### config.mk
export PLATFORM = sky130hd
export DESIGN_NAME = dmk_front
export DESIGN_NICKNAME = d
export VERILOG_FILES = /design/src/hdl/dmk_pkg.sv /design/src/hdl/dmk_front.sv
export SDC_FILE = /design/constraint.sdc
export NUM_CORES = 1
export LEC_CHECK = 0
export BUFFER_PORTS_ARGS = -buffer_cell sky130_fd_sc_hd__buf_2
export CAP_MARGIN = 15
export CORE_AREA = 5 5 213 215
export DETAILED_ROUTE_END_ITERATION = 10
export DIE_AREA = 0 0 218 220
export PLACE_DENSITY = 0.58
export SYNTH_ARGS = -nofsm -noshare
export SYNTH_HDL_FRONTEND = slang
export SYNTH_SLANG_ARGS = --single-unit
### constraint.sdc
create_clock -name vclk -period 4
set_input_delay 0.4 -clock vclk [all_inputs]
set_output_delay 0.4 -clock vclk [all_outputs]
set_load 0.01 [all_outputs]
### src/hdl/dmk_pkg.sv
// ----------------------------------------------------------------------------
// dmk_pkg
// shared types and constants of the differential evolution mutation kernel
// ----------------------------------------------------------------------------
package dmk_pkg;

  localparam int unsigned ValW   = 32;
  localparam int unsigned DiffW  = ValW + 1;
  localparam int unsigned WgtW   = 18;
  localparam int unsigned RateW  = 17;
  localparam int unsigned FracW  = 16;
  localparam int unsigned CfgDW  = 32;
  localparam int unsigned ChildW = 31;

  localparam logic [WgtW-1:0]  ScaleFReset = 18'd32768;
  localparam logic [WgtW-1:0]  ScaleKReset = 18'd32768;
  localparam logic [RateW-1:0] RateReset   = 17'd65536;

  typedef enum logic [1:0] {
    ACT_ONE_DIFF  = 2'd0,
    ACT_TWO_DIFF  = 2'd1,
    ACT_BASE_TWO  = 2'd2,
    ACT_BASE_ONE  = 2'd3
  } act_e;

  typedef enum logic [1:0] {
    CFG_SCALE_F   = 2'd0,
    CFG_SCALE_K   = 2'd1,
    CFG_CROSSOVER = 2'd2,
    CFG_UNUSED    = 2'd3
  } cfg_idx_e;

  typedef struct packed {
    logic [WgtW-1:0] scale_f;
    logic [WgtW-1:0] scale_k;
    logic [RateW-1:0] crossover_rate;
  } cfg_t;

  typedef struct packed {
    logic [WgtW-1:0]         w0;
    logic [WgtW-1:0]         wf;
    logic signed [DiffW-1:0] diff0;
    logic signed [DiffW-1:0] diff1;
    logic signed [DiffW-1:0] diff2;
    logic signed [ValW-1:0]  base;
    logic signed [ValW-1:0]  lo;
    logic signed [ValW-1:0]  hi;
    logic                    keep;
    logic                    last;
  } front_item_t;

endpackage

### src/hdl/dmk_front.sv
// ----------------------------------------------------------------------------
// dmk_front
// classifies an item: selects donor differences and weights, crossover test
// ----------------------------------------------------------------------------
module dmk_front (
  input  dmk_pkg::cfg_t                cfg_i,
  input  logic [1:0]                   action_i,
  input  logic signed [31:0]           base_value_i,
  input  logic signed [31:0]           donor_one_i,
  input  logic signed [31:0]           donor_two_i,
  input  logic signed [31:0]           donor_three_i,
  input  logic signed [31:0]           donor_four_i,
  input  logic signed [31:0]           donor_five_i,
  input  logic signed [31:0]           lower_bound_i,
  input  logic signed [31:0]           upper_bound_i,
  input  logic [15:0]                  random_fraction_i,
  input  logic                         last_variable_i,
  output dmk_pkg::front_item_t         item_o
);
  import dmk_pkg::*;

  logic signed [DiffW-1:0] b_x, d1_x, d2_x, d3_x, d4_x, d5_x;
  logic                    rate_pass;

  assign b_x  = {base_value_i[ValW-1], base_value_i};
  assign d1_x = {donor_one_i[ValW-1], donor_one_i};
  assign d2_x = {donor_two_i[ValW-1], donor_two_i};
  assign d3_x = {donor_three_i[ValW-1], donor_three_i};
  assign d4_x = {donor_four_i[ValW-1], donor_four_i};
  assign d5_x = {donor_five_i[ValW-1], donor_five_i};

  assign rate_pass = ({1'b0, random_fraction_i} < cfg_i.crossover_rate);

  always_comb begin
    item_o.wf    = cfg_i.scale_f;
    item_o.base  = base_value_i;
    item_o.lo    = lower_bound_i;
    item_o.hi    = upper_bound_i;
    item_o.last  = last_variable_i;
    item_o.w0    = cfg_i.scale_f;
    item_o.diff0 = d1_x - d2_x;
    item_o.diff1 = '0;
    item_o.diff2 = '0;
    item_o.keep  = rate_pass;
    case (act_e'(action_i))
      ACT_ONE_DIFF: begin
        item_o.diff0 = d1_x - d2_x;
      end
      ACT_TWO_DIFF: begin
        item_o.diff0 = d1_x - d2_x;
        item_o.diff1 = d3_x - d4_x;
      end
      ACT_BASE_TWO: begin
        item_o.w0    = cfg_i.scale_k;
        item_o.diff0 = b_x - d1_x;
        item_o.diff1 = d2_x - d3_x;
        item_o.diff2 = d4_x - d5_x;
        item_o.keep  = 1'b1;
      end
      default: begin
        item_o.w0    = cfg_i.scale_k;
        item_o.diff0 = b_x - d1_x;
        item_o.diff1 = d2_x - d3_x;
        item_o.keep  = 1'b1;
      end
    endcase
  end

endmodule

# Yosys cells after proc, flatten, opt, wreduce, memory -nomap -nowiden

Index checks and enable logic that the tools add are counted.

Register bits: 0
Word-level logic and storage cells: 15

Muxes and demuxes: 5
Eq/ne operators: 2
Add/subtract/negate cells: 5
Reduce and logical (&&, ||, !) cells: 2
Order comparisons: 1

Operators by type and width:

| cell                 | count |
|---|---|
| $sub A32 B32 Y33     | 5 |
| $mux W33             | 2 |
| $pmux W33 S2         | 1 |
| $mux W18             | 1 |
| $lt A16 B17 Y1       | 1 |
| $eq A2 B1 Y1 const B | 1 |
| $eq A2 B2 Y1 const B | 1 |
| $logic_not A2 Y1     | 1 |
| $reduce_or A2 Y1     | 1 |
| $mux W1              | 1 |

# Depth between registers and ports, before layout

Word-level depth: 3
Mapped depth: 13
Mapped depth without buffers: 13

# Worst setup path after synthesis

Ideal clock, no wire load.

Path kind: input -> output
Start point: input donor_four_i[0]
End point: output item_o[128] (netlist name)
Stages on the path: 13
Path slack: 655 ps
Arrival: 2945 ps
Buffers on the path: 0
Path through: inv_1 ha_1 inv_1 fa_1 a211oi_1 o21ai_1 and4b_1 o311a_1 o211a_1 o2111ai_2 a21oi_1 o21a_1 nor3_1

RTL lines:

| what        | RTL line        | RTL |
|---|---|---|
| from (decl) | dmk_front.sv:12 | `input logic signed [31:0] donor_four_i,` |
| to (decl)   | dmk_front.sv:18 | `output dmk_pkg::front_item_t item_o` |

==> impl_results.rst <==
.. list-table::
   :header-rows: 1

   * - Metric
     - Value
   * - Final instance count without filler cells
     - ~2500
   * - Setup repair after global routing missed its margin
     - no
   * - Wire length of the first global-routing pass
     - between 60000 and 70000 um
   * - Net switching share of the total power
     - 0.5736
   * - Worst max-slew margin expressed relative to the limit
     - 0.5383
   * - Worst hold-check path type
     - in2out
   * - Max Clk Rate
     - approximately 0.26 GHz
   * - Total core area
     - approximately 0.044 mm^2
   * - Sequential cells
     - 0
   * - Placed Cells
     - 2516
   * - Leakage power
     - between 7 and 8 nW
   * - Adder-cell share of the synthesized area
     - 0.2070
   * - Number of nets with antenna violations after routing
     - 0
   * - Cell family with the largest share of critical-path delay
     - compound AO/OA/AOI/OAI gates
   * - Comb power frac
     - 1.000
   * - Delay of the slowest cell on the worst path
     - 0.39 ns
   * - Total half-perimeter wirelength after legalization and detailed placement
     - around 40000 um
   * - DR iter-0 viols
     - just over 500
   * - Post-synthesis area per instance
     - 6.802 um^2
   * - Max_cap viols
     - 0
   * - Net Count, Synth
     - 2134
   * - Worst path slowest cell
     - sky130_fd_sc_hd__fa_1
   * - DRC errors left
     - 0
   * - Count of final hold-check violations
     - 0
   * - Number of failing setup endpoints in the final timing report
     - 0
   * - Hold Path Depth
     - 0
   * - Outcome
     - completed
   * - Area share of xor/xnor cells in the synthesized design
     - 0.09028
   * - Number of antenna violations at the first check in global routing
     - 4
   * - IO Pins
     - roughly 560
   * - Routed vias/inst
     - around 5
   * - Power per unit of standard cell area
     - 166.7 mW/mm^2
   * - Post-synthesis instance area
     - between 0.01 and 0.015 mm^2
   * - Post-synthesis instance total
     - 1626
   * - Via count of the first global-routing pass
     - about 12000
   * - Vias post-DR
     - approximately 12000
   * - Area enclosed by the die boundary
     - roughly 0.048 mm^2
   * - Total of fill cells in the finished design
     - roughly 4900
   * - Cell type with the highest occurrence count on the critical path
     - sky130_fd_sc_hd__a21oi_1
   * - Number of buffers and inverters on the critical path
     - 4
   * - Launching element type of the critical path
     - primary input
   * - Maximum number of pins on one net before global-route repair
     - 35
   * - WHS Endpoint
     - item_o[0]
   * - Maximum VDD drop
     - around 0.057 mV
   * - Cell internal pwr
     - around 930 uW
   * - Dominant combinational cell family by area after synthesis
     - compound AO/OA/AOI/OAI gates
   * - Final Total Pwr
     - 2.185 mW
   * - Proportion of synthesized area in mux cells
     - 0.02930
   * - Time the worst path needs with I/O delays and setup
     - ~3.8 ns
   * - Critical path capture point type
     - output port
   * - Setup tns final
     - 0 ns
   * - Count of input and output buffers
     - 431
   * - Final Max Slew Viols
     - 0
   * - Global placer's final weighted congestion
     - approximately 0.89
   * - GRT Residual Overflow
     - 0
   * - Clock network fraction of design power
     - 0
   * - Maximum fanout along the worst path
     - 4
   * - Critical Path AT
     - 3.42 ns
   * - Proportion of layout cells with a drive suffix above 1
     - 0.2632
   * - Share of synthesized cell area in and, or, nand and nor gates
     - 0.1762
   * - Distinct cell type count of the synthesized netlist
     - 87
   * - Actual transition at the worst max-transition pin
     - a little under 0.7 ns
   * - Starting density of the core
     - 0.2540
   * - Worst endpoint required time
     - about 3.6 ns
   * - Die W
     - roughly 220 um
   * - Startpoint of the tightest hold check path
     - last_variable_i
   * - Post-layout net count
     - between 2000 and 2500
   * - Sequential Area
     - 0 um^2
   * - Compound-gate portion of the synthesized area
     - 0.3307
   * - Wire length per cell after detailed routing
     - roughly 18 um
   * - Die Ht
     - about 220 um
   * - Synth warnings
     - 0
   * - Post-CTS Hold Fix Bufs
     - 0
   * - Number of detailed-route iterations in the first pass
     - 5
   * - Critical path depth
     - 15
   * - Standard-cell rows
     - 77
   * - Cell-by-cell trace of the critical path
     - buf_2, inv_1, ha_1, fa_1, nand2b_1, a21oi_1, nor3_1, o31ai_1, buf_4, a31o_2, nand3_1, a21oi_1, a21oi_1, a311o_1, buf_2
   * - Clock buffer count in the final layout
     - 0
   * - Relative contribution of sequential cells to total power
     - 0
   * - P&R area growth vs syn
     - 18.55%
   * - Switching power
     - 1.253 mW
   * - Total wire length
     - ~45000 um
   * - Sequential-to-total area share from yosys stat
     - 0
   * - Aggregate global-route resource usage
     - 0.1712
   * - Category of the critical setup timing path
     - in2out
   * - Fraction of the cycle the final worst path needs
     - 0.9548
   * - Area of the multi-input gates
     - 0.009226 mm^2
-- stage by stage --
stage | cell area [um^2] | utilization | hold WS [ns] | worst slack [ns]
after floorplan | 11060 | - | 0.8918 | 0.6552
after global placement | 13080 | 0.3004 | 0.8001 | 0.1091
after detailed placement | 13080 | 0.3004 | 0.8001 | 0.1078
after CTS | 13080 | 0.3004 | 0.8001 | 0.08216
after global routing | 13110 | 0.3010 | 0.8000 | 0.007053
final | 13110 | 0.3011 | 0.8000 | 0.1808
-- Yosys cell counts (all sizes together), types with 19 or more instances --
cell    instances  area (um^2)
o211ai         22        165.2
inv           221        829.6
clkbuf         30        112.6
o21a           26        195.2
ha            175         2190
a21oi         147        739.5
o21ai          92        460.4
a31oi          23        165.2
a21o           85        638.1
nor3           34        175.2
xnor2          54        473.0
buf           121        899.6
nand2b         38        237.7
mux2           19        214.0
nand3          31        155.2
nor2          109        409.1
xor2           60        525.5
o22ai          19        118.9
nand2          86        325.3
-- kinds of logic after synthesis --
family	Yosys count
xor+xnor	114
fa+ha+maj	180
simple gates	394
compound gates	536
mux	30
buf+inv	372
-- per-layer routing --
metal	GRT usage	wire length, um	vias to the layer above
met4	0.02533	679	4
met3	0.02748	2783	52
li1	-	-	6278
met2	0.3228	22320	376
met1	0.2083	19030	5687
met5	0	21	-
-- cells in the final DEF (no fill, tap or decap), types with 7 or more instances in the layout --
cell type	count
sky130_fd_sc_hd__mux2_2	19
sky130_fd_sc_hd__xor2_1	60
sky130_fd_sc_hd__and2_1	7
sky130_fd_sc_hd__and3_1	16
sky130_fd_sc_hd__o21ai_1	9
sky130_fd_sc_hd__ha_1	175
sky130_fd_sc_hd__xnor2_1	54
sky130_fd_sc_hd__nand3_1	31
sky130_fd_sc_hd__a21o_1	85
sky130_fd_sc_hd__a21boi_0	9
sky130_fd_sc_hd__nor2_1	109
sky130_fd_sc_hd__o211ai_1	22
sky130_fd_sc_hd__nand4_1	14
sky130_fd_sc_hd__buf_4	21
sky130_fd_sc_hd__buf_2	430
sky130_fd_sc_hd__nor2b_1	16
sky130_fd_sc_hd__o21ai_0	83
sky130_fd_sc_hd__o31ai_1	10
sky130_fd_sc_hd__o21a_1	26
sky130_fd_sc_hd__o22ai_1	19
sky130_fd_sc_hd__a21oi_1	145
sky130_fd_sc_hd__nand2b_1	38
sky130_fd_sc_hd__inv_1	220
sky130_fd_sc_hd__nor3_1	33
sky130_fd_sc_hd__a211oi_1	12
sky130_fd_sc_hd__nand2_1	85
sky130_fd_sc_hd__o21bai_1	17
sky130_fd_sc_hd__a31oi_1	21
sky130_fd_sc_hd__mux2i_1	11
sky130_fd_sc_hd__or3_1	12
-- area by class of cell --
type,instances,share of cell area
Multi-Input combinational cell,1254,0.7037
Tap cell,592,0.05649
Antenna cell,2,0.0003817
Inverter,221,0.06327
Timing Repair Buffer,451,0.1762
-- power by group through the flow --
| stage | clock, mW | combinational (mW) | sequential, mW |
|---|---|---|---|
| 6_report | 0.0000000669 | 2.19 | 0 |
| 5_1_grt | 0.0000000334 | 2.42 | 0 |
| 3_3_place_gp | 0 | 2.17 | 0 |
| 3_5_place_dp | 0 | 2.18 | 0 |
| 2_1_floorplan | 0 | 1.53 | 0 |
| 4_1_cts | 0 | 2.20 | 0 |
-- timing repair --
item                                    4_1_cts  5_1_grt
endpoints found under the setup margin        0        7
buffers inserted                              0        2
gates resized for setup                       0        4
hold endpoints to repair                      0        0
-- worst max-delay path by stage --
stage / slack (ns) / to / startpoint
6_report: 0.18 / item_o[163] / donor_three_i[0]
2_1_floorplan: 0.66 / item_o[128] / donor_four_i[0]
4_1_cts: 0.08 / item_o[128] / donor_four_i[0]
5_1_grt: 0.007 / item_o[128] / donor_four_i[0]
3_5_place_dp: 0.11 / item_o[128] / donor_four_i[0]
3_3_place_gp: 0.11 / item_o[128] / donor_four_i[0]
Note: power is estimated with default switching activity, not from simulation.
