===== src/hdl/dmk_pkg.sv =====
// ----------------------------------------------------------------------------
// dmk_pkg
// shared types and constants of the differential evolution mutation kernel
// ----------------------------------------------------------------------------
package dmk_pkg;

  localparam int unsigned ValW   = 32;
  localparam int unsigned DiffW  = ValW + 1;
  localparam int unsigned WgtW   = 18;
  localparam int unsigned RateW  = 17;
  localparam int unsigned FracW  = 16;
  localparam int unsigned CfgDW  = 32;
  localparam int unsigned ChildW = 31;

  localparam logic [WgtW-1:0]  ScaleFReset = 18'd32768;
  localparam logic [WgtW-1:0]  ScaleKReset = 18'd32768;
  localparam logic [RateW-1:0] RateReset   = 17'd65536;

  typedef enum logic [1:0] {
    ACT_ONE_DIFF  = 2'd0,
    ACT_TWO_DIFF  = 2'd1,
    ACT_BASE_TWO  = 2'd2,
    ACT_BASE_ONE  = 2'd3
  } act_e;

  typedef enum logic [1:0] {
    CFG_SCALE_F   = 2'd0,
    CFG_SCALE_K   = 2'd1,
    CFG_CROSSOVER = 2'd2,
    CFG_UNUSED    = 2'd3
  } cfg_idx_e;

  typedef struct packed {
    logic [WgtW-1:0] scale_f;
    logic [WgtW-1:0] scale_k;
    logic [RateW-1:0] crossover_rate;
  } cfg_t;

  typedef struct packed {
    logic [WgtW-1:0]         w0;
    logic [WgtW-1:0]         wf;
    logic signed [DiffW-1:0] diff0;
    logic signed [DiffW-1:0] diff1;
    logic signed [DiffW-1:0] diff2;
    logic signed [ValW-1:0]  base;
    logic signed [ValW-1:0]  lo;
    logic signed [ValW-1:0]  hi;
    logic                    keep;
    logic                    last;
  } front_item_t;

endpackage


===== src/hdl/dmk_queue.sv =====
// ----------------------------------------------------------------------------
// dmk_queue
// two-entry queue between the front and the back
// ----------------------------------------------------------------------------
module dmk_queue (
  input  logic                 clk_i,
  input  logic                 rst_ni,
  input  logic                 push_valid_i,
  output logic                 push_ready_o,
  input  dmk_pkg::front_item_t push_item_i,
  output logic                 pop_valid_o,
  input  logic                 pop_ready_i,
  output dmk_pkg::front_item_t pop_item_o
);
  import dmk_pkg::*;

  front_item_t mem_q [2];
  logic        wr_ptr_q, wr_ptr_d;
  logic        rd_ptr_q, rd_ptr_d;
  logic [1:0]  count_q, count_d;
  logic        push, pop;

  assign push_ready_o = (count_q != 2'd2);
  assign pop_valid_o  = (count_q != 2'd0);
  assign push         = push_valid_i && push_ready_o;
  assign pop          = pop_valid_o && pop_ready_i;
  assign pop_item_o   = mem_q[rd_ptr_q];

  always_comb begin
    wr_ptr_d = wr_ptr_q ^ push;
    rd_ptr_d = rd_ptr_q ^ pop;
    count_d  = count_q;
    if (push && !pop) begin
      count_d = count_q + 2'd1;
    end else if (pop && !push) begin
      count_d = count_q - 2'd1;
    end
  end

  always_ff @(posedge clk_i or negedge rst_ni) begin
    if (!rst_ni) begin
      wr_ptr_q <= 1'b0;
      rd_ptr_q <= 1'b0;
      count_q  <= 2'd0;
    end else begin
      wr_ptr_q <= wr_ptr_d;
      rd_ptr_q <= rd_ptr_d;
      count_q  <= count_d;
    end
  end

  always_ff @(posedge clk_i) begin
    if (push) begin
      mem_q[wr_ptr_q] <= push_item_i;
    end
  end

endmodule


===== config.mk =====
export PLATFORM = sky130hd
export DESIGN_NAME = dmk_queue
export DESIGN_NICKNAME = d
export VERILOG_FILES = /design/src/hdl/dmk_pkg.sv /design/src/hdl/dmk_queue.sv
export SDC_FILE = /design/constraint.sdc
export NUM_CORES = 1
export LEC_CHECK = 0
export ABC_AREA = 1
export BUFFER_PORTS_ARGS = -buffer_cell sky130_fd_sc_hd__buf_2
export CORE_MARGIN = 4
export CORE_UTILIZATION = 54
export CTS_BUF_LIST = sky130_fd_sc_hd__clkbuf_8
export CTS_CLUSTER_SIZE = 25
export DETAILED_ROUTE_END_ITERATION = 10
export GPL_TIMING_DRIVEN = 0
export PLACE_DENSITY = 0.89
export SETUP_SLACK_MARGIN = 0.3
export SLEW_MARGIN = 20
export SYNTH_ARGS = -nofsm -noshare
export SYNTH_HDL_FRONTEND = slang
export SYNTH_SLANG_ARGS = --single-unit

===== constraint.sdc =====
create_clock -name clk_i -period 7.8 [get_ports clk_i]
set_input_delay 0.39 -clock clk_i [delete_from_list [all_inputs] [get_ports clk_i]]
set_output_delay 0.39 -clock clk_i [all_outputs]
set_load 0.1 [all_outputs]

; ---- Yosys cells after proc, flatten, opt, wreduce, memory -nomap -nowiden
; Memories as Yosys holds them, arrays and structs flattened.
; Cells that the tools add are included.
[totals]
regBits = 4
latch_bits = 0
output_inout_bits = 235
ram_bits = 466
mem_count = 1
in_bits = 237
mem_bits_ro = 0
wordCells = 21
[mem_list]
columns = name, words, word_bits, rd, rd_ports_with_merged_regs, wr, line_no
row1 = mem_q, 2, 233, 1, 0, 1, dmk_queue.sv:17  ; front_item_t mem_q [2];
[classes]
n_lt_le_gt_ge = 0
bitwise = 2
n_mux = 4
n_eq_ne = 1
add_sub_neg = 2
n_mul = 0
shifts = 0
n_reduce_logical = 8
n_div = 0
[op_table]
columns = cell, n
row1 = $logic_and A1 B1 Y1, 4
row2 = $mux W2, 2
row3 = $reduce_bool A2 Y1, 2
row4 = $add A2 B1 Y2 const B, 1
row5 = $logic_not A1 Y1, 2
row6 = $mux W1, 2
row7 = $ne A2 B2 Y1 const B, 1
row8 = $sub A2 B1 Y2 const B, 1
row9 = $xor A1 B1 Y1, 2

; ---- Logic depth before layout (Yosys ltp)
; Gate-level depths: netlist of the first run.
[logic_depth]
word_depth = 6
depth_mapped = 9
ltp_nobuf = 9

; ---- Worst setup path before layout of the first run
; OpenSTA, ideal clock, no wires.
[synth_path]
path_type = flip-flop to flip-flop
startpoint = reg count_q[0]
endpoint = mem mem_q[1][0] in the netlist's numbering (enable)
path_stages_with_launch = 4
setup_time_ps = 624
path_slack_ps = 1028
n_path_buf = 0
arrival_time_ps = 6148
path_cell_list = dfrtp_1 inv_1 a21boi_0 ha_1
[synth_via]
elab_chain_len = 4
[synth_rtl]
columns = element, line_no
row1 = start: declaration, dmk_queue.sv:20  ; logic [1:0] count_q, count_d;
row2 = start signal: assignment, dmk_queue.sv:48  ; count_q <= count_d;
row3 = $ne A2 B2 Y1, dmk_queue.sv:23  ; assign push_ready_o = (count_q != 2'd2);
row4 = $logic_and A1 B1 Y1, dmk_queue.sv:25  ; assign push = push_valid_i && push_ready_o;
row5 = $mux W1, dmk_queue.sv:53  ; if (push) begin
row6 = $mux W1 (not written as such), dmk_queue.sv:54  ; mem_q[wr_ptr_q] <= push_item_i;
row7 = end: declaration, dmk_queue.sv:17
; Every way passes these cells.

==> results of run 1 <==
[what timing repair did]
item                                    CTS  global route
hold buffers                            229             0
endpoints found under the setup margin    0             0
buffers inserted                          0             0
endpoints found under the hold margin   460             0
[cell families (layout without fill, tap and decap cells)]
logic type,count (synthesis),after routing,synth area share [%]
AO/OA/AOI/OAI,1,1,0.0436
flip-flops,470,470,81.9
buffers and inverters,58,895,2.27
AND/OR/NAND/NOR,711,711,15.5
other,0,10,0
XOR/XNOR,1,1,0.0509
adder cells (fa/ha/maj),3,3,0.218
[cell usage in the layout, fill, tap and decap left out, drive strengths merged]
cell,n
a21boi,1
buf,527
bufinv,1
clkbuf,78
clkinv,21
clkinvlp,5
dfrtp,4
diode,10
dlygate4sd3,229
edfxtp,466
ha,3
inv,34
nand2,708
nand3,2
nand4,1
xnor2,1
[stage by stage]
stage,TNS (ns),util [%],std cells,hold WS (ns),setup slack (ns)
3_5_place_dp,0,64.6,2127,0.201,5.06
5_1_grt,0,76.0,2491,0.000479,4.83
4_1_cts,0,75.9,2483,0.00174,4.94
2_1_floorplan,0,-,1244,0.0944,1.03
3_3_place_gp,-800.39,63.8,2117,0.196,-1.74
6_report,0,76.0,2493,0.0418,4.87
[flip-flops by register name, indices dropped and copies added (netlist names)]
name and count:
mem_q 466, rd_ptr_q 1, count_q 2, wr_ptr_q 1
[worst max path at each step]
stage	endpoint	slack, ns	depth (start not counted)
floorplan	mem_q[1][0]	1.03	3
global route	pop_item_o[61]	4.83	5
global placement	mem_q[0][97]	-1.74	3
detailed placement	mem_q[0][98]	5.06	5
finish	pop_item_o[61]	4.87	5
CTS	pop_item_o[72]	4.94	6
[worst max-delay path, stage by stage, from the launching register on]
cell                       delay, ns
sky130_fd_sc_hd__dfrtp_1        0.32
sky130_fd_sc_hd__buf_4          0.25
sky130_fd_sc_hd__clkbuf_1       0.56
sky130_fd_sc_hd__nand2_1        0.17
sky130_fd_sc_hd__nand2_1        0.20
sky130_fd_sc_hd__buf_2          0.46
[area by class of cell]
class / count / share of cell area, %
Tap cell: 402 / 2.10
Multi-Input combinational cell: 716 / 11.5
Clock inverter: 54 / 1.10
Antenna cell: 10 / 0.105
Clock buffer: 73 / 4.20
Buffer: 51 / 1.51
Sequential cell: 470 / 58.9
Timing Repair Buffer: 710 / 20.4
Inverter: 7 / 0.120
[metal layers]
| metal | GRT usage, % | vias up | part of all wire, % |
|---|---|---|---|
| li1 | - | 5811 | - |
| met1 | 34.7 | 6567 | 31 |
| met2 | 56.2 | 1195 | 51 |
| met3 | 9.05 | 274 | 11 |
| met4 | 19.4 | 0 | 7.0 |
| met5 | 0 | - | 0 |
==> results.md, run 1 <==
* Status: complete, no violations
* Vertical extent of the die at roughly 190 µm
* WS Path Type: flop to primary output
* Area of the mapped netlist at 17200 µm²
* Routability congestion estimate at between 0.8 and 0.9
* Number of standard cells after synthesis at between 1000 and 1500
* Detailed-routing iteration count for the pre-antenna-repair pass at 6
* Total Die Area at 34800 µm²
* Worst EP required at roughly 7.4 ns
* Nets in the synthesized netlist at around 1500
* Critical path arrival at 2.54 ns
* Worst-case register-to-register setup slack at around 5.1 ns
* Instance count along the most critical hold path at 1
* Kind of start point of the critical path: flop
* Detailed-placement wirelength estimate at approximately 31000 µm
* Top cell types by occurrence after synthesis: sky130_fd_sc_hd__nand2_1 (708), sky130_fd_sc_hd__edfxtp_1 (466), sky130_fd_sc_hd__buf_2 (19)
* Total routed wirelength at approximately 57000 µm
* Top_reg_cell synth: sky130_fd_sc_hd__edfxtp_1
* Mean cell area of the mapped netlist at about 14 µm²
* Class of the worst hold path: input port to flop
* I/O pin count at 472
* MaxCap Viol Count at 0
* Final global-route overflow total at 0
* Final worst path period need at between 2 and 3 ns
* Most common cell in the synthesized netlist: sky130_fd_sc_hd__nand2_1
* Pin count of the biggest net entering global routing at 56
* RSZ-0062 raised after global routing: no
* CTS HTree Levels at 3
* Tcrit/Tclk final at around 38%
* Count of standard-cell rows at 65
* Critical path startpoint: rd_ptr_q
* Clock Root Buffer: sky130_fd_sc_hd__clkbuf_8
* Number of antenna violations at the first check in global routing at 8
* Routed length per instance at about 23 µm
* Crit Reg-Reg Startpoint: count_q[0]
* Endpoint of the worst hold-timing path: mem_q[1][223]
* Worst Max-Slew Pin Slew at about 0.70 ns
* Number of buffers on the longest clock path at 3
* FF+latch count, synth at 470
* Horiz. Die Dim at 187 µm
* Total number of vias at 13800
* Placed standard-cell area at just over 20000 µm²
* Number of enable-type register cells in the synthesized netlist at around 470
* Final-report max-slew violation count at 0
* Multi-input gate area in the final layout at about 2800 µm²
* Total number of clock tree sinks at 470
* Clock tree from TritonCTS: built
* Global-route wire length before repair at 85800 µm
* Ranking of synthesized cells by area: sky130_fd_sc_hd__edfxtp_1 (81%), sky130_fd_sc_hd__nand2_1 (15%), sky130_fd_sc_hd__buf_6 (0.79%)
* Post-layout instance area at ~24000 µm²
* Vias/cell at between 5 and 6
* Post-route clock skew at approximately 0.033 ns
* Type of element capturing the critical path: primary output
* Proportion of synthesized flip-flops having asynchronous set or reset at 0.851%
* Netlist cell types at 14
* Number of global-route vias before repair at between 10000 and 15000
* Share of post-route cells with drive strength above 1 at just under 30%
* Clock Latency Late Sink at roughly 0.6 ns
* Total of buffers placed on input and output ports at approximately 470
* Post-cts repair resize count at 0
* Area taken by flip-flops and latches at ~14000 µm²
* Highest attainable clock frequency at roughly 340 MHz
* Hold violation count in the final report at 0
* Proportion of synthesized chip area in sequential cells at a little over 80%
* Yosys Warn Count at 0
* Remaining DRCs at 0
* Setup violations, final at 0
* Dominant cell type by area after synthesis: sky130_fd_sc_hd__edfxtp_1
* Initial cell density of the core at between 50% and 60%
* Area growth from synthesis to layout at 38.9%
* TritonCTS buffer count at 72
* Number of antenna-violating nets in the routed design at 0
* Core area at around 31000 µm²
* Remaining max-slew budget at the tightest pin at a little over half
* Initial detailed-routing violation count at between 1000 and 1500
* Layout fillers at 1583
* Clock-pin slew on the worst setup and hold paths at 0.07 ns
* Number of nets in the final layout at 2268
* Total track usage at around 32%
* Post-synth top area share at 81.3%
* Depth of the most critical reg-to-reg path at 5
* Hold_sp: push_item_i[223]
* Largest fanout of any net on the critical path at 10
* Endpoint of the most critical register-to-register path: mem_q[0][119]
Power of run 1 is left out: the tool's default activity adds up to more than one toggle a clock period on the data nets, which glitch-free logic cannot reach.
==> run 2, diff against run 1 <==
- ABC_AREA: 1 -> 0
- CORE_UTILIZATION: 54 -> 49
- PLACE_DENSITY: 0.89 -> 0.85
- clock period: 7.8 -> 2.6 ns (I/O delays scaled with it)
==> run 2 against run 1 <==
Effect of this change: design area is 4.9% higher; cell count is 17% lower; non-clock buffer count is 12 lower; synthesized cell count is 40% lower; routed wire length is 17% lower; clock skew is 0.012 ns lower; utilization is 5.4 points lower; flip-flop and latch count stayed put; register-to-register slack worse by 4.6 ns.
==> results.md, run 2 <==
* Netlist cell types at 15
* Xor and xnor area share after synthesis at 0.198%
* Setup violations, final at 0
* Total Die Area at just under 40000 µm²
* Number of antenna-violating nets in the routed design at 0
* Horiz. Die Dim at 198 µm
* Number of flip-flops under the largest register name at about 470
* Critical path arrival at approximately 2.1 ns
* Remaining max-slew budget at the tightest pin at approximately 64%
* Most common cell in the synthesized netlist: sky130_fd_sc_hd__edfxtp_1
* Number of nets in the final layout at roughly 1800
* Number of enable-type register cells in the synthesized netlist at 466
* Area growth from synthesis to layout at 42.0%
* Highest attainable clock frequency at ~450 MHz
* WS Path Type: flop to primary output
* Simple-gate area share of the yosys netlist at 0.149%
* Core area at around 36000 µm²
* Area of the mapped netlist at about 18000 µm²
* Adder-cell share of the synthesized area at less than 1%
* Ranking of synthesized cells by area: sky130_fd_sc_hd__edfxtp_1 (79%), sky130_fd_sc_hd__mux2_4 (14%), sky130_fd_sc_hd__mux2_2 (4.7%)
* Number of global-route vias before repair at between 10000 and 15000
* Number of buffers on the longest clock path at 3
* Mux cell area share after synthesis at ~18%
* Worst-case register-to-register setup slack at 0.51 ns
* CTS HTree Levels at 3
* Count of standard-cell rows at slightly below 70
* Remaining DRCs at 0
* Register with the most flip-flops: mem_q
* Initial detailed-routing violation count at approximately 530
* Area fraction in compound gates after synthesis at 0%
* Mean cell area of the mapped netlist at around 24 µm²
* Type of element capturing the critical path: primary output
* TritonCTS buffer count at 75
* Clock-pin slew on the worst setup and hold paths at 0.07 ns
* Share of post-route cells with drive strength above 1 at a little over half
* FF+latch count, synth at between 400 and 500
* Total of buffers placed on input and output ports at 471
* Hold violation count in the final report at 0
* Number of standard cells in the layout, taps in and fillers out at about 2000
* Nets in the synthesized netlist at a little under 1000
* Number of standard cells after synthesis at between 700 and 800
* Kind of start point of the critical path: flop
* Vias/cell at 5.08
* Dominant cell type by area after synthesis: sky130_fd_sc_hd__edfxtp_1
* Class of the worst hold path: input port to flop
* Commonest cells after routing, fill and taps aside: sky130_fd_sc_hd__edfxtp_1 (466), sky130_fd_sc_hd__buf_2 (316), sky130_fd_sc_hd__dlygate4sd3_1 (237), sky130_fd_sc_hd__mux2_4 (160), sky130_fd_sc_hd__buf_4 (155)
* Proportion of synthesized flip-flops having asynchronous set or reset at less than 1%
* Clock tree from TritonCTS: built
* Worst EP required at 2.47 ns
* Routed length per instance at 22.9 µm
* Final worst path period need at roughly 2.2 ns
* Detailed-placement wirelength estimate at approximately 28000 µm
* Top_reg_cell synth: sky130_fd_sc_hd__edfxtp_1
* Status: complete, no violations
* RSZ-0062 raised after global routing: yes
* MaxCap Viol Count at 0
* Post-synth top area share at 79.2%
* Initial cell density of the core at between 40 and 50%
* Total routed wirelength at roughly 47000 µm
* Detailed-routing iteration count for the pre-antenna-repair pass at 5
* Vertical extent of the die at ~200 µm
* Tcrit/Tclk final at 85.3%
* Routability congestion estimate at 0.763
* Top cell types by occurrence after synthesis: sky130_fd_sc_hd__edfxtp_1 (466), sky130_fd_sc_hd__mux2_4 (160), sky130_fd_sc_hd__mux2_2 (73)
* Clock Root Buffer: sky130_fd_sc_hd__clkbuf_8
* Multi-input gate area in the final layout at around 3400 µm²
* Total track usage at between 20% and 30%
* Total number of clock tree sinks at between 400 and 500
* Most frequent standard cell in the layout excluding fill and tap cells: sky130_fd_sc_hd__edfxtp_1
* Pin count of the biggest net entering global routing at 54
* Placed instance count at 1685
* Dominant combinational cell family by area after synthesis: multiplexers
* I/O pin count at around 470
* Registers with the highest flip-flop counts: mem_q x466, count_q x2
* Worst Max-Slew Pin Slew at approximately 0.54 ns
* Yosys Warn Count at 0
* Global-route wire length before repair at 68500 µm
* Area taken by flip-flops and latches at between 10000 and 15000 µm²
* Total number of vias at 10500
* Proportion of synthesized chip area in sequential cells at approximately four fifths
* Clock Latency Late Sink at about 0.6 ns
* Post-route clock skew at approximately 0.021 ns
* Final global-route overflow total at 0
* Layout fillers at just over 2000
* Number of antenna violations at the first check in global routing at 4
* Final-report max-slew violation count at 0
* Largest fanout of any net on the critical path at 10
-- run 2: final timing paths --
path / start / end / cells after the start
worst max register to register: count_q[0] / mem_q[1][207] / 6
worst max-delay path: rd_ptr_q / pop_item_o[147] / 5
min in group asynchronous: rst_ni / rd_ptr_q / 3
worst min register to register: count_q[1] / count_q[1] / 1
max in group asynchronous: rst_ni / count_q[0] / 3
worst min-delay path: push_item_i[85] / mem_q[1][85] / 2
-- run 2: what timing repair did --
| action | in CTS | in global routing |
|---|---|---|
| endpoints found under the setup margin | 255 | 128 |
| resized for setup | 143 | 37 |
| endpoints found under the hold margin | 473 | 0 |
| hold buffers | 237 | 0 |
| buffers inserted | 2 | 3 |
| pin swaps | 1 | 0 |
-- run 2: logic make-up (layout without fill, tap and decap cells) --
kind of cell,Yosys count,count (layout)
xor gates and xnor gates,4,4
DFF,470,470
and+or+nand+nor,5,5
muxes,233,233
buffers and inverters,28,881
adders and majority gates,3,3
other,0,3
-- run 2: critical path, cell delays in order, from the launching register on --
cell,delay [ns]
sky130_fd_sc_hd__dfrtp_1,0.34
sky130_fd_sc_hd__buf_6,0.15
sky130_fd_sc_hd__buf_8,0.19
sky130_fd_sc_hd__buf_6,0.21
sky130_fd_sc_hd__mux2_4,0.34
sky130_fd_sc_hd__buf_4,0.24
-- run 2: through the flow --
stage               util (%)  cell area [µm²]  hold WS (ns)  TNS (ns)  setup slack (ns)
CTS                     70.3            25000         0.170         0             0.269
finish                  70.5            25100         0.240         0             0.382
detailed placement      58.7            20900       -0.0566         0             0.208
global route            70.5            25100         0.200         0             0.297
global placement        58.0            20600       -0.0621   -512.43             -1.12
floorplan                  -            17700        -0.166   -229.04            -0.492
-- run 2: cell type report --
class	instances	share of cell area (%)
inverter	2	0.0299
clock inverter	55	1.27
multi-input combinational	245	13.4
timing repair buffer	723	21.6
antenna	3	0.0299
clock buffer	75	4.11
buffer	26	1.09
tap	461	2.30
sequential	470	56.2
-- run 2: metal layers --
metal | wire length (µm) | share of wire [%] | track usage [%] | vias to the layer above
li1 | - | - | - | 4600
met1 | 16600 | 35 | 25.5 | 5225
met2 | 25400 | 54 | 42.4 | 504
met3 | 3320 | 7.0 | 6.18 | 124
met4 | 1850 | 3.9 | 10.0 | 4
met5 | 25 | 0.053 | 0 | -
Power of run 2 is left out for the same reason.
